$ cat src/hw/rtl/assert_macros.svh
// Assertion macros used by the top level RTL file of the Huffman bit decoder.
`ifndef ASSERT_MACROS_SVH
`define ASSERT_MACROS_SVH

// Property must hold at every rising clock edge outside reset.
`define CHD_ASSERT(lbl, clk, rstn, prop) \
  lbl: assert property (@(posedge clk) disable iff (!rstn) prop) \
    else $error("%m: assertion failed");

// Condition must never be seen at a rising clock edge outside reset.
`define CHD_NEVER(lbl, clk, rstn, cond) \
  lbl: assert property (@(posedge clk) disable iff (!rstn) !(cond)) \
    else $error("%m: forbidden condition seen");

`endif

$ cat src/hw/rtl/chd_ram.sv
// Generic single write port, single read port RAM with registered read data.
module chd_ram #(
  parameter int unsigned WIDTH = 8,
  parameter int unsigned DEPTH = 32
) (
  input  logic                     clk_i,
  input  logic                     we_i,
  input  logic [$clog2(DEPTH)-1:0] waddr_i,
  input  logic [WIDTH-1:0]         wdata_i,
  input  logic                     re_i,
  input  logic [$clog2(DEPTH)-1:0] raddr_i,
  output logic [WIDTH-1:0]         rdata_o
);
  logic [WIDTH-1:0] mem_q [DEPTH];
  logic [WIDTH-1:0] rdata_q;

  always_ff @(posedge clk_i) begin
    if (we_i) begin
      mem_q[waddr_i] <= wdata_i;
    end
    if (re_i) begin
      rdata_q <= mem_q[raddr_i];
    end
  end

  assign rdata_o = rdata_q;
endmodule

$ cat config.mk
export PLATFORM = sky130hd
export DESIGN_NAME = chd_ram
export DESIGN_NICKNAME = d
export VERILOG_FILES = /design/src/hw/rtl/assert_macros.svh /design/src/hw/rtl/chd_ram.sv
export SDC_FILE = /design/constraint.sdc
export NUM_CORES = 1
export LEC_CHECK = 0
export ABC_AREA = 1
export BUFFER_PORTS_ARGS = -buffer_cell sky130_fd_sc_hd__buf_2
export CAP_MARGIN = 20
export CORE_UTILIZATION = 67
export CTS_CLUSTER_DIAMETER = 120
export DETAILED_ROUTE_END_ITERATION = 8
export PLACE_DENSITY = 0.85
export SYNTH_ARGS = -nofsm -noshare
export SYNTH_HDL_FRONTEND = slang
export SYNTH_SLANG_ARGS = --single-unit
$ cat constraint.sdc
create_clock -name clk_i -period 1.76 [get_ports clk_i]
set_clock_uncertainty 0.1 [all_clocks]
set_input_delay 0 -clock clk_i [delete_from_list [all_inputs] [get_ports clk_i]]
set_output_delay 0 -clock clk_i [all_outputs]
set_load 0.005 [all_outputs]
# Word-level counts from Yosys, hierarchy flattened
# Memories as Yosys holds them, arrays and structs flattened. A register that Yosys moved wholly into a read port is not among the register bits.
# Index checks and enable logic that the tools add are counted.
dict set report totals {
  regBits 0
  ramBits 256
  inputBits 21
  output_inout_bits 8
  elab_cells 3
  n_memories 1
}
dict set report classes {
  muxes 2
}
# memory depth word_bits read_ports rd_clocked_by_memory_dff wr line_no
set mem_list {}
lappend mem_list {mem_q 32 8 1 1 1 chd_ram.sv:14} ;# logic [WIDTH-1:0] mem_q [DEPTH];
# op n
set ops {}
lappend ops {{two-way mux 1 bit} 2}

# Logic depth before layout (Yosys ltp)
# Gate-level depths: netlist (run 1).
dict set report depth {
  word_depth 2
  ltp_mapped 11
  ltp_nobuf 9
}

# Worst setup path before layout (run 1)
# Ideal clock, no wire load.
dict set report synth_path {
  path_kind {input to register}
  startpoint {in waddr_i[0]}
  endpoint {mem mem_q[0][0], enable pin}
  setup_time_ps 370
  t_arrival_ps 664
  required_ps 1290
  setup_slack_ps 626
  stages 3
  path_buffers 0
  path_cell_list {inv_1 nand3_1 nor2_1}
}
# item line_no
set synth_rtl {}
lappend synth_rtl {{start: declaration} chd_ram.sv:8} ;# input logic [$clog2(DEPTH)-1:0] waddr_i,
lappend synth_rtl {{end: declaration} chd_ram.sv:14}
# No word-level cell before the write port.

==> flow_summary.toml, run 1 <==
[placement]
hpwl_um = 14400
gp_congestion = 0.831
place_ws_ps = 250
io_buffers = 28
place_area_um2 = 11300

[logic_synthesis]
synth.area.top_cells = "edfxtp_1 73%, nand2_1 12%, nand3_1 9.4%, buf_6 2.5%, nor2_1 1.1%"
synth_cells = 922
syn_avg_cell_area_um2 = 11.8
yosysSeqAreaShare = 0.730
ys_types = 11
synth-seq-cells = 264
yosysTopAreaCell = "edfxtp_1"
syn_area_um2 = 10900
synth_fp_nets = 943
ys_warn_count = 0
synthDominantCellAreaShare = 0.730

[power]
peakVddDrop_v = 0.00101
cellPowerDensity_nw_per_um2 = 1040
p_leak_nw = 4.56
fin_total_pwr_w = 0.0126

[drt]
via_count = 7326
vias_per_cell = 6.03
ant_nets = 0
avgRoutedWirePerCell_um = 20.2
drc = 0
routed_wl_um = 24500
dr.pass1.iters = 5
drtIter0Drc = 992

[clocking]
cts-root-buf = "clkbuf_16"
cts_tree = "done"
ctsHtreeMaxLevel = 1
cts.repair.resized = 0
cts_sinks = 264
clk_path_buf_depth = 3
cts.clk_slew.worst_paths_ps = 60
numCtsBuffers = 25
insertion_delay_ps = 520

[sta]
setup_viol_count_final = 0
period_share = 0.797
setup-tns-final_ps = 0
fin_ws_ps = 357
tightestPinTransition_ps = 684
hold_ws_ps = 60.1
fin_crit_ps = 1400
slew_headroom = 0.544
drv_slew = 0
fmax_mhz = 713
final_hold_viol_count = 0
grt_setup_unrepaired = "no"

[die]
initial_core_util = 0.684
fp.dieH_um = 129
core_area_um2 = 15900
die_width_um = 129
ios = 29
dieArea_um2 = 16700
placementRows = 46

[layout]
diodes = 0
final_cell_area_um2 = 12100
area_growth_pct = 11.5
final_nets = 1005
drive_gt1_frac = 0.108

[setup_path]
crit_family = "simple AND/OR/NAND/NOR gates"
reg2reg_depth = 8
crit_slowest_cell = "edfxtp_1"
arrival_ps = 1570
critPathKind = "reg -> reg"
end_kind = "flip-flop"
slowest_delay_ps = 370
path_cells = "nand2_1, nand3_1, nand3_1, nand2_1, nand2_1, nand2_1, nand2_1, nand2_1"
reg2reg_from = "mem_q[5][0]"
critPathLaunch = "mem_q[5][0]"
rrSetupSlack_ps = 360
crit_path_frequent_cell = "nand2_1"
r2r_end = "rdata_o[0]"
cp.buffers_inverters = 0
crit_fanout = 1
worst-endpoint-required_ps = 1930
worst_setup_path_start_kind = "flip-flop"

[global_route]
track_usage = 0.305
grt-ovfl-total = 0
antenna_found_initial = 0
grt_max_degree = 66
grt_pass1_wl_um = 37400
grt_pass1_vias = 6887

[min_path]
hold_class = "in -> reg"
whs_endpoint = "mem_q[31][5]"
hp-start = "waddr_i[3]"
hold_path_depth = 4

[job]
maxCapViolCount = 0

[status]
status = "finished clean"
-- cell type report --
cell class | instances | area, um^2
fill | 991 | 3770
clock inverter | 9 | 42.5
timing repair buffer | 87 | 686
sequential | 264 | 7930
clock buffer | 33 | 656
multi-input combinational | 596 | 2490
inverter | 10 | 38.8
tap | 216 | 270
-- stage by stage --
step | std cells | util
after global placement | 1163 | 0.712
after global routing | 1215 | 0.763
final | 1215 | 0.763
after floorplan | 922 | -
after CTS | 1215 | 0.763
after detailed placement | 1163 | 0.712
-- layer usage --
layer | vias to the layer above | routed length [um] | global-route usage
li1 | 3331 | - | -
met1 | 3496 | 9140 | 0.410
met2 | 432 | 12400 | 0.513
met3 | 67 | 2330 | 0.0479
met4 | 0 | 662 | 0.111
met5 | - | 0 | 0
-- flip-flops by register name, indices dropped and copies added (netlist names) --
name     flops
rdata_o      8
mem_q      256
-- worst min-delay path: cells and delay by family --
| family | cells | cell delay, ps |
|---|---|---|
| simple gates | 2 | 180 |
| buf+inv | 2 | 310 |
-- synth_stat cells --
library cell  number
nor2_1            32
clkbuf_1           7
inv_1              8
edfxtp_1         264
buf_1              2
nand2_1          360
nand3_1          204
buf_6             24
inv_2              2
buf_2             15
buf_4              4
-- where the power goes --
part,internal [W],switching (W)
Sequential,0.00702,0.0000262
Combinational,0.000247,0.000599
Clock,0.00260,0.00210
-- worst max path at each step --
stage,endpoint,cells after the start
after floorplan,mem_q[0][0],3
after global placement,rdata_o[0],9
after detailed placement,mem_q[4][7],5
after CTS,rdata_o[6],8
after global routing,rdata_o[6],8
final,rdata_o[0],8
-- cells by family after synthesis --
| family | count (synthesis) | share of synthesized area |
|---|---|---|
| AND/OR/NAND/NOR | 596 | 0.229 |
| buffers and inverters | 62 | 0.0411 |
| flip-flops | 264 | 0.730 |
-- repair_timing --
action | 4_1_cts | 5_1_grt
hold endpoints to repair | 272 | 0
setup buffers | 0 | 0
hold buffers | 10 | 0
-- placed cells by master (no fill, tap or decap), drive strengths merged --
master / n
inv: 9
edfxtp: 264
nand3: 204
nand2: 360
clkinv: 10
nor2: 32
buf: 77
clkbuf: 33
dlygate4sd3: 10
(Power assumes the default switching activity.)
==> inputs of run 2 (changes only) <==
- ABC_AREA: 1 -> 0
- CORE_UTILIZATION: 67 -> 61
- PLACE_DENSITY: 0.85 -> 0.78
- clock period: 1.76 -> 1.4 ns (I/O delays scaled with it)
==> run 2 against run 1 <==
Compared with the run above: the run now ends with hold timing, setup timing left; clock power up 46%; synthesized cell count down 55%; non-clock buffer count rose by 5; register-to-register slack worse by 1100 ps; worst setup slack worse by 1100 ps; worst hold slack worse by 61 ps; combinational power up 13%; via count fell by 33%; highest routed layer unchanged; maximum frequency decreased by 33%; sequential cell count unchanged.
==> flow_summary.toml, run 2 <==
[status]
status = "complete, but fails checks"
violations = "hold timing, setup timing"

[setup_path]
end_kind = "flip-flop"
critPathKind = "reg -> reg"
crit_fanout = 1
worst_setup_path_start_kind = "flip-flop"
arrival_ps = 2280
worst-endpoint-required_ps = 1580

[layout]
utilization = 0.750
drive_gt1_frac = 0.410
largest_reg_flops = 256
final_cell_area_um2 = 12000
final_nets = 537
top_register = "mem_q"
fin_cells = 750
diodes = 0
mostFrequentLayoutCells = "264 x edfxtp_1, 80 x mux4_2, 39 x buf_4, 27 x buf_2"
final_common_cell = "edfxtp_1"
area_growth_pct = 18.8

[sta]
hold_ws_ps = -0.877
fin_ws_ps = -707
slew_headroom = 0.571
final_hold_viol_count = 2
tightestPinTransition_ps = 644
setup_viol_count_final = 8
setup-tns-final_ps = -5210
fin_crit_ps = 2110
fmax_mhz = 475
grt_setup_unrepaired = "yes"
drv_slew = 0
period_share = 1.51

[global_route]
grt_max_degree = 33
grt-ovfl-total = 0
track_usage = 0.284
grt_pass1_wl_um = 32500
grt_pass1_vias = 5029
antenna_found_initial = 0

[logic_synthesis]
yosysMostFrequentCell = "edfxtp_1"
synth.area.top_cells = "edfxtp_1 78%, mux4_2 18%, nor2_1 1.2%, mux2_2 0.89%, buf_4 0.44%"
yosysSeqAreaShare = 0.782
synth_ff_type = "edfxtp_1"
synth_edf_count = 264
ys_warn_count = 0
synth_common_cells = "264 x edfxtp_1, 80 x mux4_2, 33 x nor2_1"
ys_types = 14
syn_avg_cell_area_um2 = 24.3
synthDominantCellAreaShare = 0.782
synthArstFlopShare = 0
synth-seq-cells = 264
syn_area_um2 = 10100
yosysTopAreaCell = "edfxtp_1"
synth_cells = 417
synth_fp_nets = 438

[drt]
via_count = 4888
dr.pass1.iters = 5
vias_per_cell = 6.52
avgRoutedWirePerCell_um = 29.8
drc = 0
drtIter0Drc = 568
ant_nets = 0
routed_wl_um = 22400

[placement]
place_inst = 695
io_buffers = 28
hpwl_um = 13800
place_area_um2 = 11100
gp_congestion = 0.777

[clocking]
cts_sinks = 264
insertion_delay_ps = 530
cts.clk_slew.worst_paths_ps = 60
post_cts_buffers = 0
clk_path_buf_depth = 3
ctsHtreeMaxLevel = 1
numCtsBuffers = 25
cts_tree = "done"
cts-root-buf = "clkbuf_16"

[min_path]
hold_class = "in -> reg"

[die]
fp.dieH_um = 131
dieArea_um2 = 17100
ios = 29
die_width_um = 131
initial_core_util = 0.631
core_area_um2 = 16100
placementRows = 46

[power]
peakVddDrop_v = 0.00103
cellPowerDensity_nw_per_um2 = 1380
p_leak_nw = 3.90

[job]
maxCapViolCount = 0
-- run 2: changes by cell type in the layout (fill, tap and decap cells not counted), sizes merged, moves of 4 or more --
cell / delta
bufinv: +4
mux2: +8
inv: -8
clkbuf: -4
buf: +5
mux4: +80
nand3b: +5
nand3: -202
nand2: -359
-- run 2: report_power, final --
part / total [W] / internal, W / switching, W
Clock: 0.00685 / 0.00402 / 0.00283
Combinational: 0.000954 / 0.000461 / 0.000494
Sequential: 0.00887 / 0.00882 / 0.0000452
Total: 0.0167 / 0.0133 / 0.00337
-- run 2: area by class of cell --
type	instances	area, um^2
Tap cell	216	270
Multi-Input combinational cell	133	2170
Clock buffer	29	641
Clock inverter	16	188
Sequential cell	264	7930
Fill cell	832	4020
Timing Repair Buffer	92	848
-- run 2: critical path: stages, from the launching register on --
cell      delay [ps]
edfxtp_1         390
mux4_2           540
mux4_2           540
mux2_4           280
-- run 2: logic make-up after synthesis --
group	after synthesis	share of synthesized area
mux	88	0.187
simple gates	45	0.0205
buf+inv	20	0.0105
flops	264	0.782
-- run 2: worst paths after layout --
path                              startpoint  slack, ps  cells after the start      endpoint
worst min register to register  mem_q[18][5]        880                      3    rdata_o[5]
worst max-delay path            mem_q[29][3]       -710                      3    rdata_o[3]
worst min-delay path              waddr_i[0]       -0.9                      4  mem_q[16][6]
worst max register to register  mem_q[29][3]       -710                      3    rdata_o[3]
-- run 2: per-stage QoR --
step / setup WS [ps] / total power, W / hold slack, ps
4_1_cts: -707 / 0.0167 / -9.07
3_3_place_gp: -759 / 0.00989 / 279
5_1_grt: -733 / 0.0171 / 10.8
6_report: -707 / 0.0167 / -0.877
2_1_floorplan: -452 / 0.00953 / -1.13
3_5_place_dp: -764 / 0.00993 / 281
-- run 2: routing by layer --
layer,up-vias,share of wire,track usage
li1,1984,-,-
met1,2560,0.38,0.397
met2,302,0.49,0.454
met3,42,0.10,0.0635
met5,-,0,0
met4,0,0.027,0.0987
-- run 2: timing repair --
action                                  CTS  global route
endpoints found under the setup margin    8             8
cloned                                    0             0
hold buffers                             10             0
hold endpoints to repair                280             0
resized for setup                         1             6
==> inputs of run 3 (changes only) <==
- CORE_ASPECT_RATIO: default -> 1.4
- CORE_UTILIZATION: 61 -> 55
- PLACE_DENSITY: 0.78 -> 0.75
- SLEW_MARGIN: default -> 40
- clock period: 1.4 -> 1.7 ns (I/O delays scaled with it)
==> run 3 against run 2 <==
Compared with the run above: the run ends with setup timing left; non-clock buffer count shrank 10; first-iteration DRC count shrank 21%; sequential share of layout area grew 1.8 points; design area shrank 2.7%; die area grew 11%; via count shrank 5.2%; utilization shrank 9.9 points; cell count grew 1.1%; combinational power shrank 23%; worst setup slack gained 320 ps; power shrank 23%; global-route usage shrank 6.0 points; critical endpoint unchanged; largest cell class unchanged; largest power group unchanged.
==> flow_summary.toml, run 3 (synthesis gave the netlist of run 2 again) <==
[min_path]
hp-start = "waddr_i[3]"
hold_class = "in -> reg"
whs_endpoint = "mem_q[28][1]"
hold_path_depth = 4

[drt]
met1_length_um = 7970
routed_wl_um = 20000
via_count = 4636
drtIter0Drc = 450
drc = 0
highest_layer = "met4"
ant_nets = 0
dr.pass1.iters = 4
dr_wl_met3_um = 1210
vias_per_cell = 6.12
wl_met2_um = 10300
avgRoutedWirePerCell_um = 26.4

[die]
dieArea_um2 = 19000
ios = 29
fp.dieH_um = 163
placementRows = 58
die_width_um = 117
core_area_um2 = 18000
initial_core_util = 0.563

[global_route]
grt-ovfl-total = 0
antenna_found_initial = 0
grt_pass1_vias = 4749
grt_pass1_wl_um = 29900
grt_max_degree = 34
track_usage = 0.225

[setup_path]
crit_fanout = 1
worst-endpoint-required_ps = 1860
end_kind = "flip-flop"
crit_slowest_cell = "mux4_2"
rrSetupSlack_ps = -380
reg2reg_depth = 3
cp.buffers_inverters = 0
worst_setup_path_start_kind = "flip-flop"
arrival_ps = 2240
reg2reg_from = "mem_q[20][3]"
slowest_delay_ps = 530
crit_path_frequent_cell = "mux4_2"
crit_family = "multiplexers"
path_cells = "mux4_2, mux4_2, mux2_4"
critPathKind = "reg -> reg"
r2r_end = "rdata_o[3]"

[clocking]
clk_path_buf_depth = 3
cts-root-buf = "clkbuf_16"
cts_tree = "done"
ctsHtreeMaxLevel = 1
post_cts_buffers = 0
cts_sinks = 264
numCtsBuffers = 23
insertion_delay_ps = 520
cts.clk_slew.worst_paths_ps = 60

[sta]
slew_headroom = 0.579
final_hold_viol_count = 0
fin_ws_ps = -385
fmax_mhz = 480
grt_setup_unrepaired = "yes"
tightestPinTransition_ps = 632
fin_crit_ps = 2080
drv_slew = 0
setup_viol_count_final = 8
period_share = 1.23

[status]
violations = "setup timing"
status = "complete, but fails checks"

[layout]
drive_gt1_frac = 0.373
mostFrequentLayoutCells = "264 x edfxtp_1, 80 x mux4_2, 36 x buf_4, 33 x nor2_1, 27 x buf_2"
diodes = 0
largest_reg_flops = 256
top_register = "mem_q"
final_nets = 525
fin_cells = 758
fillers = 1195
final_common_cell = "edfxtp_1"
area_growth_pct = 15.6

[power]
cellPowerDensity_nw_per_um2 = 1100
p_leak_nw = 3.77
peakVddDrop_v = 0.000819

[placement]
place_ws_ps = -519
place_inst = 709
io_buffers = 28
hpwl_um = 12500
gp_congestion = 0.786

[job]
maxCapViolCount = 0
## run 3: final cells by class
class	instances	area, um^2	share of cell area
Clock inverter	12	86.3	0.00737
Tap cell	240	300	0.0256
Timing Repair Buffer	82	686	0.0585
Clock buffer	27	591	0.0504
Sequential cell	264	7930	0.677
Multi-Input combinational cell	133	2130	0.181
## run 3: worst reg2reg max path: stages, from the launching register on
cell and delay (ps):
edfxtp_1 390, mux4_2 520, mux4_2 530, mux2_4 290
## run 3: where the power goes
group	internal (W)	switching, W
Sequential	0.00726	0.0000276
Clock	0.00263	0.00219
Combinational	0.000358	0.000381
## run 3: stage by stage
step / setup TNS (ps) / total power (W) / instance area [um^2] / hold slack (ps) / utilization
global route: -2840 / 0.0132 / 11700 / 76.4 / 0.651
CTS: -2740 / 0.0129 / 11700 / 59.7 / 0.650
finish: -2690 / 0.0129 / 11700 / 75.1 / 0.651
detailed placement: -3850 / 0.00814 / 10900 / 289 / 0.606
floorplan: -1220 / 0.00784 / 10200 / -1.13 / -
global placement: -3800 / 0.00812 / 10900 / 287 / 0.606
## run 3: routing by layer
layer  up-vias  global-route usage
met4         0              0.0731
met1      2459               0.316
li1       1955                   -
met2       189               0.368
met3        33              0.0298
met5         -                   0
## run 3: how the worst max path moves through the flow
stage | from | to | slack (ps) | cells past startpoint
6_report | mem_q[20][3] | rdata_o[3] | -380 | 3
5_1_grt | mem_q[21][3] | rdata_o[3] | -410 | 3
4_1_cts | mem_q[21][3] | rdata_o[3] | -390 | 3
3_5_place_dp | raddr_i[0] | rdata_o[4] | -520 | 5
3_3_place_gp | raddr_i[0] | rdata_o[4] | -510 | 5
2_1_floorplan | mem_q[31][0] | rdata_o[0] | -150 | 3
## run 3: what timing repair did
item | CTS | global route
cloned | 0 | 0
setup endpoints to repair | 8 | 8
endpoints found under the hold margin | 272 | 0
hold buffers | 10 | 0
gates resized for setup | 4 | 3
