## config.mk

```make
export PLATFORM = sky130hd
export DESIGN_NAME = chd_ctrl
export DESIGN_NICKNAME = d
export VERILOG_FILES = /design/src/hw/rtl/assert_macros.svh /design/src/hw/rtl/chd_pkg.sv /design/src/hw/rtl/chd_ctrl.sv
export SDC_FILE = /design/constraint.sdc
export NUM_CORES = 1
export LEC_CHECK = 0
export ABC_CLOCK_PERIOD_IN_PS = 15100
export BUFFER_PORTS_ARGS = -buffer_cell sky130_fd_sc_hd__buf_2
export CAP_MARGIN = 5
export CORE_ASPECT_RATIO = 1.4
export CORE_MARGIN = 2
export CORE_UTILIZATION = 60
export CTS_CLUSTER_DIAMETER = 30
export DETAILED_ROUTE_END_ITERATION = 8
export PLACE_DENSITY = 0.78
export RECOVER_POWER = 25
export SETUP_SLACK_MARGIN = 0.02
export SLEW_MARGIN = 30
export SYNTH_ARGS = -nofsm -noshare
export SYNTH_HDL_FRONTEND = slang
export SYNTH_SLANG_ARGS = --single-unit
```

## constraint.sdc

```tcl
create_clock -name clk_i -period 15.1 [get_ports clk_i]
set_clock_uncertainty 0.1 [all_clocks]
set_input_delay 2.265 -clock clk_i [delete_from_list [all_inputs] [get_ports clk_i]]
set_output_delay 2.265 -clock clk_i [all_outputs]
set_load 0.1 [all_outputs]
```

## src/hw/rtl/assert_macros.svh

```systemverilog
// Assertion macros used by the top level RTL file of the Huffman bit decoder.
`ifndef ASSERT_MACROS_SVH
`define ASSERT_MACROS_SVH

// Property must hold at every rising clock edge outside reset.
`define CHD_ASSERT(lbl, clk, rstn, prop) \
  lbl: assert property (@(posedge clk) disable iff (!rstn) prop) \
    else $error("%m: assertion failed");

// Condition must never be seen at a rising clock edge outside reset.
`define CHD_NEVER(lbl, clk, rstn, cond) \
  lbl: assert property (@(posedge clk) disable iff (!rstn) !(cond)) \
    else $error("%m: forbidden condition seen");

`endif

```

## src/hw/rtl/chd_pkg.sv

```systemverilog
// Shared constants, codes and types of the canonical Huffman bit decoder.
package chd_pkg;

  // Alphabet and code size
  localparam int unsigned NUM_SYMBOLS     = 288;
  localparam int unsigned MAX_CODE_LENGTH = 15;

  // Fixed field widths
  localparam int unsigned OP_W   = 2;
  localparam int unsigned SYM_W  = 9;
  localparam int unsigned LEN_W  = 4;
  localparam int unsigned STAT_W = 3;

  // Derived widths
  localparam int unsigned ADDR_W  = $clog2(NUM_SYMBOLS);
  localparam int unsigned SWEEP_W = $clog2(NUM_SYMBOLS + 1);
  localparam int unsigned CNT_W   = $clog2(NUM_SYMBOLS + 1);
  localparam int unsigned NUM_LEN = MAX_CODE_LENGTH + 1;
  localparam int unsigned CODE_W  = MAX_CODE_LENGTH;
  localparam int unsigned FIRST_W = MAX_CODE_LENGTH + 1;

  typedef enum logic [OP_W-1:0] {
    OP_CLEAR  = 2'd0,
    OP_SET    = 2'd1,
    OP_BUILD  = 2'd2,
    OP_DECODE = 2'd3
  } opcode_e;

  typedef enum logic [STAT_W-1:0] {
    ST_ACCEPTED  = 3'd0,
    ST_SYMBOL    = 3'd1,
    ST_BUILT     = 3'd2,
    ST_EMPTY     = 3'd3,
    ST_OVERSUB   = 3'd4,
    ST_INVALID   = 3'd5,
    ST_NOT_READY = 3'd6
  } status_e;

  typedef struct packed {
    opcode_e            opcode;
    logic [SYM_W-1:0]   symbol_index;
    logic [LEN_W-1:0]   code_length;
    logic               code_bit;
  } item_t;

  typedef struct packed {
    status_e            status;
    logic [SYM_W-1:0]   symbol;
    logic [LEN_W-1:0]   length;
  } result_t;

  // Length store port request
  typedef struct packed {
    logic               we;
    logic [ADDR_W-1:0]  waddr;
    logic [LEN_W-1:0]   wdata;
    logic               re;
    logic [ADDR_W-1:0]  raddr;
  } len_req_t;

  // Sorted symbol store port request
  typedef struct packed {
    logic               we;
    logic [ADDR_W-1:0]  waddr;
    logic [SYM_W-1:0]   wdata;
    logic               re;
    logic [ADDR_W-1:0]  raddr;
  } sym_req_t;

endpackage

```

## src/hw/rtl/chd_ctrl.sv

```systemverilog
// Sequencer and shared datapath: length store sweeps, table build and bit decode.
module chd_ctrl (
  input  logic                      clk_i,
  input  logic                      rst_ni,
  input  logic                      in_valid_i,
  output logic                      in_ready_o,
  input  chd_pkg::item_t            item_i,
  output logic                      res_valid_o,
  input  logic                      res_ready_i,
  output chd_pkg::result_t          res_o,
  output chd_pkg::len_req_t         len_req_o,
  input  logic [chd_pkg::LEN_W-1:0] len_rdata_i,
  output chd_pkg::sym_req_t         sym_req_o,
  input  logic [chd_pkg::SYM_W-1:0] sym_rdata_i
);
  import chd_pkg::*;

  localparam int unsigned AVAIL_W = MAX_CODE_LENGTH + 3;
  localparam int unsigned ACC_W   = CODE_W + 3;
  localparam int unsigned NF_W    = FIRST_W + 2;
  localparam int unsigned NB_W    = SYM_W + 1;
  localparam int unsigned POS_W   = CODE_W + 2;

  // Sequencer states
  localparam logic [3:0] S_INIT  = 4'd0;
  localparam logic [3:0] S_IDLE  = 4'd1;
  localparam logic [3:0] S_CLEAR = 4'd2;
  localparam logic [3:0] S_COUNT = 4'd3;
  localparam logic [3:0] S_CHECK = 4'd4;
  localparam logic [3:0] S_LOOP  = 4'd5;
  localparam logic [3:0] S_PLACE = 4'd6;
  localparam logic [3:0] S_DEC1  = 4'd7;
  localparam logic [3:0] S_DEC2  = 4'd8;
  localparam logic [3:0] S_DEC3  = 4'd9;
  localparam logic [3:0] S_RESP  = 4'd10;

  function automatic result_t plain_res(input status_e st);
    plain_res = '{status: st, symbol: '0, length: '0};
  endfunction

  // Control state
  logic [3:0]          state_q, state_d;
  logic [SWEEP_W-1:0]  sweep_q, sweep_d;
  logic                pend_q, pend_d;
  logic [CNT_W-1:0]    counts_q [NUM_LEN];
  logic [CNT_W-1:0]    counts_d [NUM_LEN];
  logic                ready_q, ready_d;
  logic [CODE_W-1:0]   last_q, last_d;
  logic [LEN_W-1:0]    longest_q, longest_d;
  logic [CODE_W-1:0]   partial_q, partial_d;
  logic [LEN_W-1:0]    depth_q, depth_d;
  logic [FIRST_W-1:0]  first_q, first_d;
  logic [SYM_W-1:0]    base_q, base_d;
  logic [LEN_W-1:0]    dl_q, dl_d;

  // Working registers
  logic [ADDR_W-1:0]   pend_sym_q, pend_sym_d;
  logic [CNT_W-1:0]    offs_q [NUM_LEN];
  logic [CNT_W-1:0]    offs_d [NUM_LEN];
  logic [CNT_W-1:0]    total_q, total_d;
  logic [AVAIL_W-1:0]  avail_q, avail_d;
  logic [CNT_W-1:0]    offacc_q, offacc_d;
  logic [ACC_W-1:0]    codeacc_q, codeacc_d;
  logic [CNT_W-1:0]    prev_cnt_q, prev_cnt_d;
  logic                bit_q, bit_d;
  logic [LEN_W:0]      nd_q, nd_d;
  logic [NF_W-1:0]     nf_q, nf_d;
  logic [NB_W-1:0]     nb_q, nb_d;
  logic [CODE_W:0]     code_q, code_d;
  result_t             res_q, res_d;

  // Shared count table read port
  logic [LEN_W-1:0]    cnt_addr;
  logic [CNT_W-1:0]    cnt_rd;
  logic [CNT_W-1:0]    offs_rd;

  // Decode step one
  logic [LEN_W-1:0]    dsel;
  logic [LEN_W:0]      nd1;
  logic [NF_W-1:0]     sum1, nf1;
  logic [NB_W-1:0]     nb1;
  logic [CODE_W:0]     code1;
  logic [LEN_W-1:0]    shamt;
  logic [CODE_W-1:0]   lim;
  logic                bad1;

  // Decode step two
  logic                ge2, hit2, pos_ok;
  logic [CODE_W:0]     diff2;
  logic [POS_W-1:0]    pos2;

  // Build loop
  logic [AVAIL_W-1:0]  avail_n;
  logic [ACC_W-1:0]    code_n;

  logic                sweep_more, sweep_end, len_nz, place_ok;

  assign in_ready_o  = (state_q == S_IDLE);
  assign res_valid_o = (state_q == S_RESP);
  assign res_o       = res_q;

  assign sweep_more = (sweep_q < SWEEP_W'(NUM_SYMBOLS));
  assign sweep_end  = (sweep_q == SWEEP_W'(NUM_SYMBOLS));
  assign len_nz     = (len_rdata_i != '0);

  // Count table address follows the state
  always_comb begin
    case (state_q)
      S_LOOP:  cnt_addr = dl_q;
      S_DEC1:  cnt_addr = dsel;
      S_DEC2:  cnt_addr = nd_q[LEN_W-1:0];
      default: cnt_addr = len_rdata_i;
    endcase
  end
  assign cnt_rd   = counts_q[cnt_addr];
  assign offs_rd  = offs_q[len_rdata_i];
  assign place_ok = pend_q && len_nz && (offs_rd < CNT_W'(NUM_SYMBOLS));

  // Decode step one: next depth, first code, base and range check
  assign dsel  = (depth_q > LEN_W'(MAX_CODE_LENGTH)) ? LEN_W'(MAX_CODE_LENGTH) : depth_q;
  assign nd1   = (LEN_W+1)'(dsel) + (LEN_W+1)'(1);
  assign sum1  = NF_W'(first_q) + NF_W'(cnt_rd);
  assign nf1   = sum1 << 1;
  assign nb1   = NB_W'(base_q) + NB_W'(cnt_rd);
  assign code1 = {partial_q, bit_q};
  assign shamt = longest_q - nd1[LEN_W-1:0];
  assign lim   = last_q >> shamt;
  assign bad1  = (nd1 > (LEN_W+1)'(longest_q)) ||
                 (nd1 > (LEN_W+1)'(MAX_CODE_LENGTH)) ||
                 (code1 > (CODE_W+1)'(lim));

  // Decode step two: does the code land among this depth's leaves
  assign ge2    = (NF_W'(code_q) >= nf_q);
  assign diff2  = code_q - nf_q[CODE_W:0];
  assign hit2   = ge2 && (diff2 < (CODE_W+1)'(cnt_rd));
  assign pos2   = POS_W'(nb_q) + POS_W'(diff2);
  assign pos_ok = (pos2 < POS_W'(NUM_SYMBOLS));

  // Build loop arithmetic: Kraft budget and canonical code accumulator
  assign avail_n = avail_q + avail_q - AVAIL_W'(cnt_rd);
  assign code_n  = (codeacc_q + ACC_W'(prev_cnt_q)) << 1;

  // Memory requests
  always_comb begin
    len_req_o = '0;
    sym_req_o = '0;
    case (state_q)
      S_INIT, S_CLEAR: begin
        len_req_o.we    = 1'b1;
        len_req_o.waddr = sweep_q[ADDR_W-1:0];
      end
      S_IDLE: begin
        if (in_valid_i && (item_i.opcode == OP_SET) &&
            (item_i.symbol_index < SYM_W'(NUM_SYMBOLS))) begin
          len_req_o.we    = 1'b1;
          len_req_o.waddr = ADDR_W'(item_i.symbol_index);
          len_req_o.wdata = (item_i.code_length > LEN_W'(MAX_CODE_LENGTH)) ?
                            LEN_W'(MAX_CODE_LENGTH) : item_i.code_length;
        end
      end
      S_COUNT: begin
        len_req_o.re    = sweep_more;
        len_req_o.raddr = sweep_q[ADDR_W-1:0];
      end
      S_PLACE: begin
        len_req_o.re    = sweep_more;
        len_req_o.raddr = sweep_q[ADDR_W-1:0];
        sym_req_o.we    = place_ok;
        sym_req_o.waddr = offs_rd[ADDR_W-1:0];
        sym_req_o.wdata = SYM_W'(pend_sym_q);
      end
      S_DEC2: begin
        sym_req_o.re    = hit2 && pos_ok;
        sym_req_o.raddr = pos2[ADDR_W-1:0];
      end
      default: ;
    endcase
  end

  // Sequencer
  always_comb begin
    state_d    = state_q;
    sweep_d    = sweep_q;
    pend_d     = pend_q;
    counts_d   = counts_q;
    ready_d    = ready_q;
    last_d     = last_q;
    longest_d  = longest_q;
    partial_d  = partial_q;
    depth_d    = depth_q;
    first_d    = first_q;
    base_d     = base_q;
    dl_d       = dl_q;
    pend_sym_d = pend_sym_q;
    offs_d     = offs_q;
    total_d    = total_q;
    avail_d    = avail_q;
    offacc_d   = offacc_q;
    codeacc_d  = codeacc_q;
    prev_cnt_d = prev_cnt_q;
    bit_d      = bit_q;
    nd_d       = nd_q;
    nf_d       = nf_q;
    nb_d       = nb_q;
    code_d     = code_q;
    res_d      = res_q;

    case (state_q)
      // Clearing pass over the length store after reset
      S_INIT: begin
        sweep_d = sweep_q + SWEEP_W'(1);
        if (sweep_q == SWEEP_W'(NUM_SYMBOLS - 1)) begin
          sweep_d = '0;
          state_d = S_IDLE;
        end
      end

      S_IDLE: begin
        if (in_valid_i) begin
          case (item_i.opcode)
            OP_CLEAR: begin
              sweep_d = '0;
              state_d = S_CLEAR;
            end
            OP_SET: begin
              res_d   = plain_res(ST_ACCEPTED);
              state_d = S_RESP;
            end
            OP_BUILD: begin
              for (int i = 0; i < NUM_LEN; i++) begin
                counts_d[i] = '0;
              end
              total_d   = '0;
              ready_d   = 1'b0;
              last_d    = '0;
              longest_d = '0;
              partial_d = '0;
              depth_d   = '0;
              first_d   = '0;
              base_d    = '0;
              sweep_d   = '0;
              pend_d    = 1'b0;
              state_d   = S_COUNT;
            end
            OP_DECODE: begin
              if (!ready_q) begin
                res_d   = plain_res(ST_NOT_READY);
                state_d = S_RESP;
              end else begin
                bit_d   = item_i.code_bit;
                state_d = S_DEC1;
              end
            end
            default: ;
          endcase
        end
      end

      S_CLEAR: begin
        sweep_d = sweep_q + SWEEP_W'(1);
        if (sweep_q == SWEEP_W'(NUM_SYMBOLS - 1)) begin
          sweep_d = '0;
          res_d   = plain_res(ST_ACCEPTED);
          state_d = S_RESP;
        end
      end

      // Histogram of code lengths, one symbol per cycle
      S_COUNT: begin
        if (sweep_more) begin
          sweep_d    = sweep_q + SWEEP_W'(1);
          pend_d     = 1'b1;
          pend_sym_d = sweep_q[ADDR_W-1:0];
        end else begin
          pend_d = 1'b0;
        end
        if (pend_q && len_nz) begin
          counts_d[len_rdata_i] = cnt_rd + CNT_W'(1);
          total_d               = total_q + CNT_W'(1);
        end
        if (sweep_end) begin
          state_d = S_CHECK;
        end
      end

      S_CHECK: begin
        if (total_q == '0) begin
          res_d   = plain_res(ST_EMPTY);
          state_d = S_RESP;
        end else begin
          dl_d       = LEN_W'(1);
          avail_d    = AVAIL_W'(1);
          offacc_d   = '0;
          codeacc_d  = '0;
          prev_cnt_d = '0;
          state_d    = S_LOOP;
        end
      end

      // One code length per cycle: budget, slot offsets, last code
      S_LOOP: begin
        avail_d      = avail_n;
        offs_d[dl_q] = offacc_q;
        offacc_d     = offacc_q + cnt_rd;
        codeacc_d    = code_n;
        prev_cnt_d   = cnt_rd;
        dl_d         = dl_q + LEN_W'(1);
        if (cnt_rd != '0) begin
          last_d    = CODE_W'(code_n + ACC_W'(cnt_rd) - ACC_W'(1));
          longest_d = dl_q;
        end
        if (avail_n[AVAIL_W-1]) begin
          last_d    = '0;
          longest_d = '0;
          res_d     = plain_res(ST_OVERSUB);
          state_d   = S_RESP;
        end else if (dl_q == LEN_W'(MAX_CODE_LENGTH)) begin
          sweep_d = '0;
          pend_d  = 1'b0;
          state_d = S_PLACE;
        end
      end

      // Scatter symbols into their sorted slots
      S_PLACE: begin
        if (sweep_more) begin
          sweep_d    = sweep_q + SWEEP_W'(1);
          pend_d     = 1'b1;
          pend_sym_d = sweep_q[ADDR_W-1:0];
        end else begin
          pend_d = 1'b0;
        end
        if (place_ok) begin
          offs_d[len_rdata_i] = offs_rd + CNT_W'(1);
        end
        if (sweep_end) begin
          ready_d = 1'b1;
          res_d   = plain_res(ST_BUILT);
          state_d = S_RESP;
        end
      end

      S_DEC1: begin
        if (bad1) begin
          res_d   = plain_res(ST_INVALID);
          state_d = S_RESP;
        end else begin
          nd_d    = nd1;
          nf_d    = nf1;
          nb_d    = nb1;
          code_d  = code1;
          state_d = S_DEC2;
        end
      end

      S_DEC2: begin
        if (hit2 && pos_ok) begin
          state_d = S_DEC3;
        end else if (hit2 || !ge2) begin
          res_d   = plain_res(ST_INVALID);
          state_d = S_RESP;
        end else begin
          // Internal node: descend one level
          partial_d = code_q[CODE_W-1:0];
          depth_d   = nd_q[LEN_W-1:0];
          first_d   = nf_q[FIRST_W-1:0];
          base_d    = nb_q[SYM_W-1:0];
          res_d     = plain_res(ST_ACCEPTED);
          state_d   = S_RESP;
        end
      end

      // Leaf reached: emit symbol and return to the root
      S_DEC3: begin
        res_d     = '{status: ST_SYMBOL, symbol: sym_rdata_i, length: nd_q[LEN_W-1:0]};
        partial_d = '0;
        depth_d   = '0;
        first_d   = '0;
        base_d    = '0;
        state_d   = S_RESP;
      end

      S_RESP: begin
        if (res_ready_i) begin
          state_d = S_IDLE;
        end
      end

      default: state_d = S_IDLE;
    endcase
  end

  // Control registers
  always_ff @(posedge clk_i or negedge rst_ni) begin
    if (!rst_ni) begin
      state_q   <= S_INIT;
      sweep_q   <= '0;
      pend_q    <= 1'b0;
      for (int i = 0; i < NUM_LEN; i++) begin
        counts_q[i] <= '0;
      end
      ready_q   <= 1'b0;
      last_q    <= '0;
      longest_q <= '0;
      partial_q <= '0;
      depth_q   <= '0;
      first_q   <= '0;
      base_q    <= '0;
      dl_q      <= '0;
    end else begin
      state_q   <= state_d;
      sweep_q   <= sweep_d;
      pend_q    <= pend_d;
      counts_q  <= counts_d;
      ready_q   <= ready_d;
      last_q    <= last_d;
      longest_q <= longest_d;
      partial_q <= partial_d;
      depth_q   <= depth_d;
      first_q   <= first_d;
      base_q    <= base_d;
      dl_q      <= dl_d;
    end
  end

  // Working registers
  always_ff @(posedge clk_i) begin
    pend_sym_q <= pend_sym_d;
    offs_q     <= offs_d;
    total_q    <= total_d;
    avail_q    <= avail_d;
    offacc_q   <= offacc_d;
    codeacc_q  <= codeacc_d;
    prev_cnt_q <= prev_cnt_d;
    bit_q      <= bit_d;
    nd_q       <= nd_d;
    nf_q       <= nf_d;
    nb_q       <= nb_d;
    code_q     <= code_d;
    res_q      <= res_d;
  end
endmodule

```

Word level (Yosys, flattened, before mapping):

Index checks and enable logic that the tools add are counted.
Widths: inputs -> output; s select.

* equal/unequal tests: 39
* $add $sub $neg: 17
* magnitude comparators: 16
* reduce and logical (&&, ||, !) cells: 42
* shift-type cells: 1
* multiplexer cells: 105
* bitwise gates (word level): 4

Operators with widths (count)
* $mux 144: 4
* $pmux 144 s2: 2
* $bwmux 144: 3
* $mux 16: 13
* $mux 9: 18
* $pmux 16 s8: 1
* $mux 15: 6
* $mux 4: 20
* $bmux 9 s4: 2
* $demux 9 s4: 2
* $pmux 9 s2: 3
* $pmux 16 s3: 1
* $pmux 15 s3: 1
* $pmux 4 s11: 1
* $add 9x1->9 const B: 4
* $pmux 18 s2: 1
* $pmux 9 s4: 1
* $ne 2x2->1 const B: 16
* $pmux 16 s2: 1
* $pmux 15 s2: 1
* $mux 14: 2
* $pmux 14 s2: 1
* $lt 9x9->1 const B: 3
* $pmux 9 s3: 1
* other kinds (64): 116

* register bits after elaboration: 502
* input bits: 33
* output and inout port bits: 71

Depth between registers and ports, before layout:

Gate-level depths: netlist of the first run.

* depth after elaboration: 13
* gate-level depth with buffers: 24
* depth with buffers taken out: 21

Worst setup path after synthesis of the first run:

No wires, ideal clock.

* path type: input to output
* start: in len_rdata_i[0] in the netlist's numbering
* end: out sym_req_o[9] in the netlist's numbering
* data arrival time: 6.995 ns
* stages: 17
* slack: 5.740 ns
* required time: 12.735 ns
* path through: clkbuf_1 > o21ai_1 > a22oi_4 > buf_6 > buf_6 > mux2i_1 > mux2i_1 > mux2_2 > mux2i_1 > ha_1 > nor2b_1 > o21ai_0 > nand3b_1 > a2111o_1 > a211oi_1 > nand3_1 > nor2_1

RTL lines
* start: declaration: line chd_ctrl.sv:12 `input logic [chd_pkg::LEN_W-1:0] len_rdata_i,`
* end: declaration: line chd_ctrl.sv:13 `output chd_pkg::sym_req_t sym_req_o,`

==> flow_metrics.env, run 1 <==
export IMPL_cts_buffers_inserted=84
export IMPL_final_nets=2740
export IMPL_fin_crit_ns=10.20
export IMPL_setup_viol=0
export IMPL_cts_tree="yes"
export IMPL_clk_pin_slew_worst_paths_ns=0.06
export IMPL_post_route_util=0.6948
export IMPL_ir_drop_uv=142.8
export IMPL_path_common_cell="mux2i_1"
export IMPL_period_share=0.6756
export IMPL_setup_tns_final_ns=0
export IMPL_cpLargestDelayFamily="buffers and inverters"
export IMPL_critPathLaunchType="input pin"
export IMPL_cap_violations=4
export IMPL_grt_first_pass_wirelength_um=128000
export IMPL_cellPowerDensity_nw_per_um2=172.3
export IMPL_overflow=0
export IMPL_io_buffers=103
export IMPL_drv_slew=253
export IMPL_worst_pin_slew_ns=4.071
export IMPL_clockBufferDepth=3
export IMPL_timing_final_hold_violations=0
export IMPL_vias_per_cell=6.688
export IMPL_critPathSlowestCell="buf_4"
export IMPL_area_growth_pct=14.59
export IMPL_cp_cell_sequence="buf_2 -> buf_4 -> o21ai_1 -> a22oi_4 -> buf_6 -> mux2i_1 -> mux2i_1 -> mux2i_1 -> mux2_2 -> ha_1 -> a21o_1 -> a21oi_1 -> nor2b_1 -> o21ai_0 -> nand3b_1 -> a2111o_1 -> a211oi_1 -> nand3_1 -> nor2_1 -> buf_2"
export IMPL_num_fill_cells=3220
export IMPL_cp_end_kind="output pin"
export IMPL_dieArea_sq_um=48210
export IMPL_postCtsSetupRepairBufs=0
export IMPL_design_power_total_w=0.005501
export IMPL_gp_congestion=0.9885
export IMPL_routedWlPerCell_um=25.37
export IMPL_power_switching_w=0.002151
export IMPL_p_clk_frac=0.357
export IMPL_p_leak_nw=13.34
export IMPL_cts_resized=0
export IMPL_postSynthNetCount=2639
export IMPL_fmax_mhz=98.02
export IMPL_slowest_delay_ns=0.66
export IMPL_ys_warn_count=0
export IMPL_die_x_um=186.1
export IMPL_cts_hold_buf=0
export IMPL_violations="max-capacitance violations, max-slew violations"
export IMPL_synth_cells=2466
export IMPL_grt_setup_unrepaired="false"
export IMPL_antenna_left=0
export IMPL_coreArea_sq_um=45960
export IMPL_synth_cell_area_sq_um=27870
export IMPL_drt_total_wl_um=82620
export IMPL_path_max_fanout=69
export IMPL_drc=0
export IMPL_worstSkewPairLatency_ns=0.64
export IMPL_htree_levels=3
export IMPL_hp_class="flop to flop"
export IMPL_crit_arrival_ns=7.84
export IMPL_synth_distinct_cells=84
export IMPL_first_iter_violations=2520
export IMPL_combPwrFrac=0.328
export IMPL_clock_sinks=499
export IMPL_antenna_found_initial=2
export IMPL_avgSynthCellArea_sq_um=11.30
export IMPL_synth_async_reset_ratio=0.4509
export IMPL_synth_seq_area_share=0.4973
export IMPL_max_slew_margin=-1.714
export IMPL_sw_frac_of_total=0.3910
export IMPL_worst_path_buf_inv=4
export IMPL_initial_core_util=0.6063
export IMPL_root_buffer="clkbuf_16"
export IMPL_via_count=21780
export IMPL_internal_power_w=0.003350
export IMPL_first_pass_iters=6
export IMPL_drive_gt1_frac=0.1524
export IMPL_dpl_hpwl_um=56230
export IMPL_synth_edf_count=274
export IMPL_grt_max_degree=78
export IMPL_core_rowCount=93
export IMPL_critPathKind="input pin to output pin"
export IMPL_outcome="finished with violations"
export IMPL_ys_flop_type="edfxtp_1"
export IMPL_track_usage=0.3491
export IMPL_ios=104
export IMPL_seq_power_share=0.315
export IMPL_ys_seq_elements=499
export IMPL_grt_pass1_vias=22440
export IMPL_cp_required_ns=12.73
export IMPL_holdWs_ns=0.3601
export IMPL_dieHeight_um=259.0
worst register-to-register path: stages, from the launching register on:
cell      delay [ns]
dfrtp_1         0.86
nor4b_4         0.32
buf_4           0.27
a22oi_2         0.14
a22oi_4         0.23
buf_6           0.62
mux2_2          0.46
o22ai_1         0.28
nor2_1          0.13
o21ai_1         0.17
inv_1           0.37
ha_1            0.41
fa_1            0.41
a21o_1          0.18
a21oi_1         0.29
o21bai_1        0.10
a21oi_1         0.32
o21bai_1        0.10
a21oi_1         0.22
o21ai_0         0.19
o41ai_1         0.35
xnor2_1         0.13
a22o_1          0.21
final cells by class:
type	instances	area, sq um	share of cell area
diodes	2	5.005	0.0001567
well taps	617	772.0	0.02417
clock inverters	59	690.7	0.02163
repair buffers	142	798.3	0.02500
flip-flops and latches	499	13860	0.4340
multi-input cells	1719	13110	0.4105
clock buffers	98	2248	0.07041
inverters	121	454.2	0.01422
path summary, 6_finish.rpt:
path,start,end,slack [ns],cells after the start
min reg2reg,bit_q$_DFFE_PP_,code_q[0]$_DFFE_PP_,0.36,0
min in group asynchronous,rst_ni,base_q[5]$_DFFE_PN0P_,2.94,1
max,len_rdata_i[0],sym_req_o[9],4.90,20
max reg2reg,state_q[3]$_DFFE_PN0P_,last_q[13]$_DFFE_PN0P_,8.11,22
max in group asynchronous,rst_ni,counts_q[9]$_DFFE_PN0P_,6.53,4
min,bit_q$_DFFE_PP_,code_q[0]$_DFFE_PP_,0.36,0
per-layer routing:
metal | track usage | up-vias | wire length, um
met3 | 0.08740 | 354 | 7878
met1 | 0.4099 | 10590 | 28800
met2 | 0.5715 | 1387 | 40120
met4 | 0.2216 | 4 | 5783
met5 | 0 | - | 45
li1 | - | 9446 | -
state kept, by name, summed over array words and instances, names as in the netlist, 10 cells and up:
name       count
avail_q       17
code_q        16
codeacc_q     13
counts_q     144
first_q       15
last_q        15
nb_q          10
nf_q          17
offs_q       144
partial_q     15
res_o         16
cells in the final DEF (no fill, tap or decap), types with 12 or more instances in the layout:
cell         n
o22ai_1    107
xor2_1      41
a22o_1     178
buf_4       31
mux2i_1    122
nand2b_1    19
o21bai_1    19
inv_1      120
mux2_2      19
and2_0      12
nor3_2      12
nor2_1     156
ha_1       131
and2_1      51
o21ai_0    123
buf_2      100
a21oi_1     87
edfxtp_1   274
nand2_1    189
nor2b_1     25
a21o_1      37
nor3_1      25
mux4_2      51
clkbuf_16   87
dfrtp_1    225
nand3_1     54
o21ai_1     19
clkbuf_1    17
and3_1      18
xnor2_1     61
power groups by stage:
| stage | logic (W) | clock network [W] | registers (W) |
|---|---|---|---|
| CTS | 0.00177 | 0.00197 | 0.00173 |
| global placement | 0.00171 | 0 | 0.00174 |
| detailed placement | 0.00175 | 0 | 0.00175 |
| finish | 0.00180 | 0.00196 | 0.00174 |
| floorplan | 0.00119 | 0 | 0.00185 |
| global route | 0.00194 | 0.00203 | 0.00175 |
cells by family after synthesis:
family | Yosys count | synth area share
adder cells (fa/ha/maj) | 141 | 0.06564
buffers and inverters | 248 | 0.03735
multiplexers | 196 | 0.09446
AND/OR/NAND/NOR | 620 | 0.1078
flip-flops | 499 | 0.4973
AO/OA/AOI/OAI | 653 | 0.1613
XOR/XNOR | 109 | 0.03614
synthesized netlist by cell type, types with 19 or more instances:
cell,n,area share
a21o_1,37,0.010
a21oi_1,97,0.017
a22o_1,178,0.056
and2_1,63,0.014
clkbuf_1,82,0.011
dfrtp_1,225,0.20
edfxtp_1,274,0.30
ha_1,131,0.059
inv_1,120,0.016
mux2_2,19,0.0077
mux2i_1,122,0.044
mux4_2,51,0.041
nand2_1,191,0.026
nand2b_1,19,0.0043
nand3_1,54,0.0097
nor2_1,157,0.021
nor2b_1,25,0.0056
nor3_1,36,0.0065
o21ai_0,124,0.022
o21ai_1,19,0.0034
o21bai_1,19,0.0051
o22ai_1,107,0.024
xnor2_1,64,0.020
xor2_1,41,0.013
stage by stage:
stage | cells | setup WS (ns) | instance area [sq um]
floorplan | 2466 | 5.740 | 27870
global placement | 3096 | 5.019 | 28900
detailed placement | 3098 | 4.819 | 28980
CTS | 3255 | 4.748 | 31920
global route | 3255 | 4.538 | 31930
finish | 3257 | 4.898 | 31930
Note: power is estimated with default switching activity, not from simulation.
==> inputs of run 2 (changes only) <==
--- a/config.mk
+++ b/config.mk
@@ -5,7 +5,7 @@
 export SDC_FILE = /design/constraint.sdc
 export NUM_CORES = 1
 export LEC_CHECK = 0
-export ABC_CLOCK_PERIOD_IN_PS = 15100
+export ABC_CLOCK_PERIOD_IN_PS = 10400
 export BUFFER_PORTS_ARGS = -buffer_cell sky130_fd_sc_hd__buf_2
 export CAP_MARGIN = 5
 export CORE_ASPECT_RATIO = 1.4
==> constraint.sdc (replaced) <==
create_clock -name clk_i -period 10.4 [get_ports clk_i]
set_clock_uncertainty 0.1 [all_clocks]
set_input_delay 1.56 -clock clk_i [delete_from_list [all_inputs] [get_ports clk_i]]
set_output_delay 1.56 -clock clk_i [all_outputs]
set_load 0.1 [all_outputs]
==> flow_metrics.env, run 2 (synthesis gave the netlist of run 1 again) <==
export IMPL_clockBufferDepth=3
export IMPL_num_fill_cells=3266
export IMPL_drive_gt1_frac=0.1424
export IMPL_antenna_left=0
export IMPL_io_buffers=103
export IMPL_setup_viol=0
export IMPL_initial_core_util=0.6063
export IMPL_pre_cts_ws_ns=2.393
export IMPL_fin_crit_ns=8.600
export IMPL_fmax_mhz=116.3
export IMPL_crit_arrival_ns=6.94
export IMPL_holdWs_ns=0.3798
export IMPL_fin_ws_ns=1.800
export IMPL_critPathLaunchType="flop"
export IMPL_cellPowerDensity_nw_per_um2=244.1
export IMPL_timing_final_hold_violations=0
export IMPL_cts_buffers_inserted=79
export IMPL_dieHeight_um=259.0
export IMPL_cap_violations=3
export IMPL_final_nets=2742
export IMPL_htree_levels=3
export IMPL_worst_pin_slew_ns=4.957
export IMPL_grt_max_degree=83
export IMPL_cts_resized=0
export IMPL_cp_cell_sequence="nor4b_4 -> nor2_2 -> a221oi_4 -> buf_8 -> buf_4 -> mux2i_1 -> mux2i_1 -> mux2_2 -> ha_1 -> a21o_1 -> a21oi_1 -> nor2b_1 -> o21ai_0 -> nand3b_1 -> a2111o_1 -> a211oi_1 -> nand3_1 -> nor2_1 -> buf_2"
export IMPL_grt_setup_unrepaired="false"
export IMPL_path_common_cell="mux2i_1"
export IMPL_top_regs="counts_q: 144 flops, offs_q: 144 flops"
export IMPL_dieArea_sq_um=48210
export IMPL_drc=0
export IMPL_outcome="finished with violations"
export IMPL_cp_end_kind="output pin"
export IMPL_grt_first_pass_wirelength_um=126500
export IMPL_max_slew_margin=-2.305
export IMPL_cp_required_ns=8.74
export IMPL_overflow=0
export IMPL_cts_tree="yes"
export IMPL_die_x_um=186.1
export IMPL_coreArea_sq_um=45960
export IMPL_crit_cells=19
export IMPL_postCtsSetupRepairBufs=0
export IMPL_core_rowCount=93
export IMPL_vias_per_cell=6.653
export IMPL_clk_pin_slew_worst_paths_ns=0.05
export IMPL_first_iter_violations=2587
export IMPL_post_route_util=0.6882
export IMPL_ios=104
export IMPL_diodes=0
export IMPL_dpl_hpwl_um=55940
export IMPL_finalInstanceArea_sq_um=31630
export IMPL_cpLargestDelayFamily="compound AO/OA/AOI/OAI gates"
export IMPL_drt_total_wl_um=82560
export IMPL_critPathSlowestCell="nor4b_4"
export IMPL_grt_pass1_vias=21890
export IMPL_antenna_found_initial=1
export IMPL_clock_sinks=499
export IMPL_track_usage=0.3474
export IMPL_setup_tns_final_ns=0
export IMPL_worstSkewPairLatency_ns=0.63
export IMPL_final_cell_mix="274 x edfxtp_1, 225 x dfrtp_1, 190 x nand2_1, 178 x a22o_1, 157 x nor2_1"
export IMPL_p_leak_nw=13.22
export IMPL_hp_class="flop to flop"
export IMPL_path_max_fanout=25
export IMPL_area_growth_pct=13.50
export IMPL_hold_path_depth=2
export IMPL_gp_congestion=0.9516
export IMPL_root_buffer="clkbuf_16"
export IMPL_critPathKind="flop to output pin"
export IMPL_routedWlPerCell_um=25.40
export IMPL_first_pass_iters=5
export IMPL_final_common_cell="edfxtp_1"
export IMPL_cts_hold_buf=0
export IMPL_dpl_cell_area_sq_um=28980
export IMPL_period_share=0.8269
export IMPL_worstRegToRegCells=22
export IMPL_ir_drop_uv=302.4
export IMPL_via_count=21620
export IMPL_worst_path_buf_inv=3
export IMPL_drv_slew=177
export IMPL_slowest_delay_ns=0.80
export IMPL_violations="max-capacitance violations, max-slew violations"
run 2: cell count changes in the layout (fill, tap and decap cells not counted), moves of 3 or more:
cell        delta
clkinvlp_4     -8
nor3_1         +3
inv_16         -3
clkbuf_1      +15
clkinv_2       +4
clkbuf_16      -6
inv_8          -9
clkinv_4       +3
buf_4          +4
nor3_2         -3
buf_2         -12
clkbuf_8       +7
run 2: final timing paths:
| path | from | to | slack, ns |
|---|---|---|---|
| min in group asynchronous | rst_ni | base_q[6]$_DFFE_PN0P_ | 2.61 |
| min reg2reg | counts_q[54]$_DFFE_PN0P_ | counts_q[54]$_DFFE_PN0P_ | 0.38 |
| min | counts_q[54]$_DFFE_PN0P_ | counts_q[54]$_DFFE_PN0P_ | 0.38 |
| max in group asynchronous | rst_ni | counts_q[136]$_DFFE_PN0P_ | 4.25 |
| max reg2reg | state_q[3]$_DFFE_PN0P_ | last_q[13]$_DFFE_PN0P_ | 3.42 |
| max | state_q[3]$_DFFE_PN0P_ | sym_req_o[9] | 1.80 |
run 2: through the flow:
step	cells	total power, W
3_3_place_gp	3100	0.004999
2_1_floorplan	2466	0.004417
6_report	3250	0.007721
3_5_place_dp	3102	0.005068
5_1_grt	3250	0.008015
4_1_cts	3247	0.007683
run 2: area by class of cell:
type | instances | area, sq um | area share
Clock buffer | 101 | 2202 | 0.06961
Multi-Input combinational cell | 1719 | 13070 | 0.4132
Clock inverter | 44 | 436.7 | 0.01380
Sequential cell | 499 | 13860 | 0.4381
Timing Repair Buffer | 149 | 839.6 | 0.02654
Tap cell | 617 | 772.0 | 0.02440
Inverter | 121 | 454.2 | 0.01436
run 2: worst reg2reg max path, stage by stage (launching register included):
cell and delay [ns]:
dfrtp_1 0.79, nor4b_4 0.80, nor2_2 0.19, a221oi_4 0.57
buf_8 0.24, buf_4 0.34, mux2i_1 0.25, mux2i_1 0.12
mux2_2 0.49, ha_1 0.36, inv_1 0.04, ha_1 0.21
fa_1 0.41, a21o_1 0.17, a21oi_1 0.23, o21bai_1 0.10
a21oi_1 0.28, o21bai_1 0.11, a21oi_1 0.22, o21ai_0 0.18
o41ai_1 0.33, xnor2_1 0.11, a22o_1 0.22
run 2: per-layer routing:
metal,share of wire,track usage
met2,0.48,0.5558
met5,0.00015,0
met4,0.068,0.2292
met1,0.35,0.4190
met3,0.096,0.08235
run 2: power breakdown:
| group | leakage (nW) | switching, W | internal (W) | total [W] |
|---|---|---|---|---|
| clock network | 1.29 | 0.000997 | 0.00162 | 0.00261 |
| registers | 5.42 | 0.000201 | 0.00233 | 0.00253 |
| logic | 6.50 | 0.00178 | 0.000794 | 0.00258 |
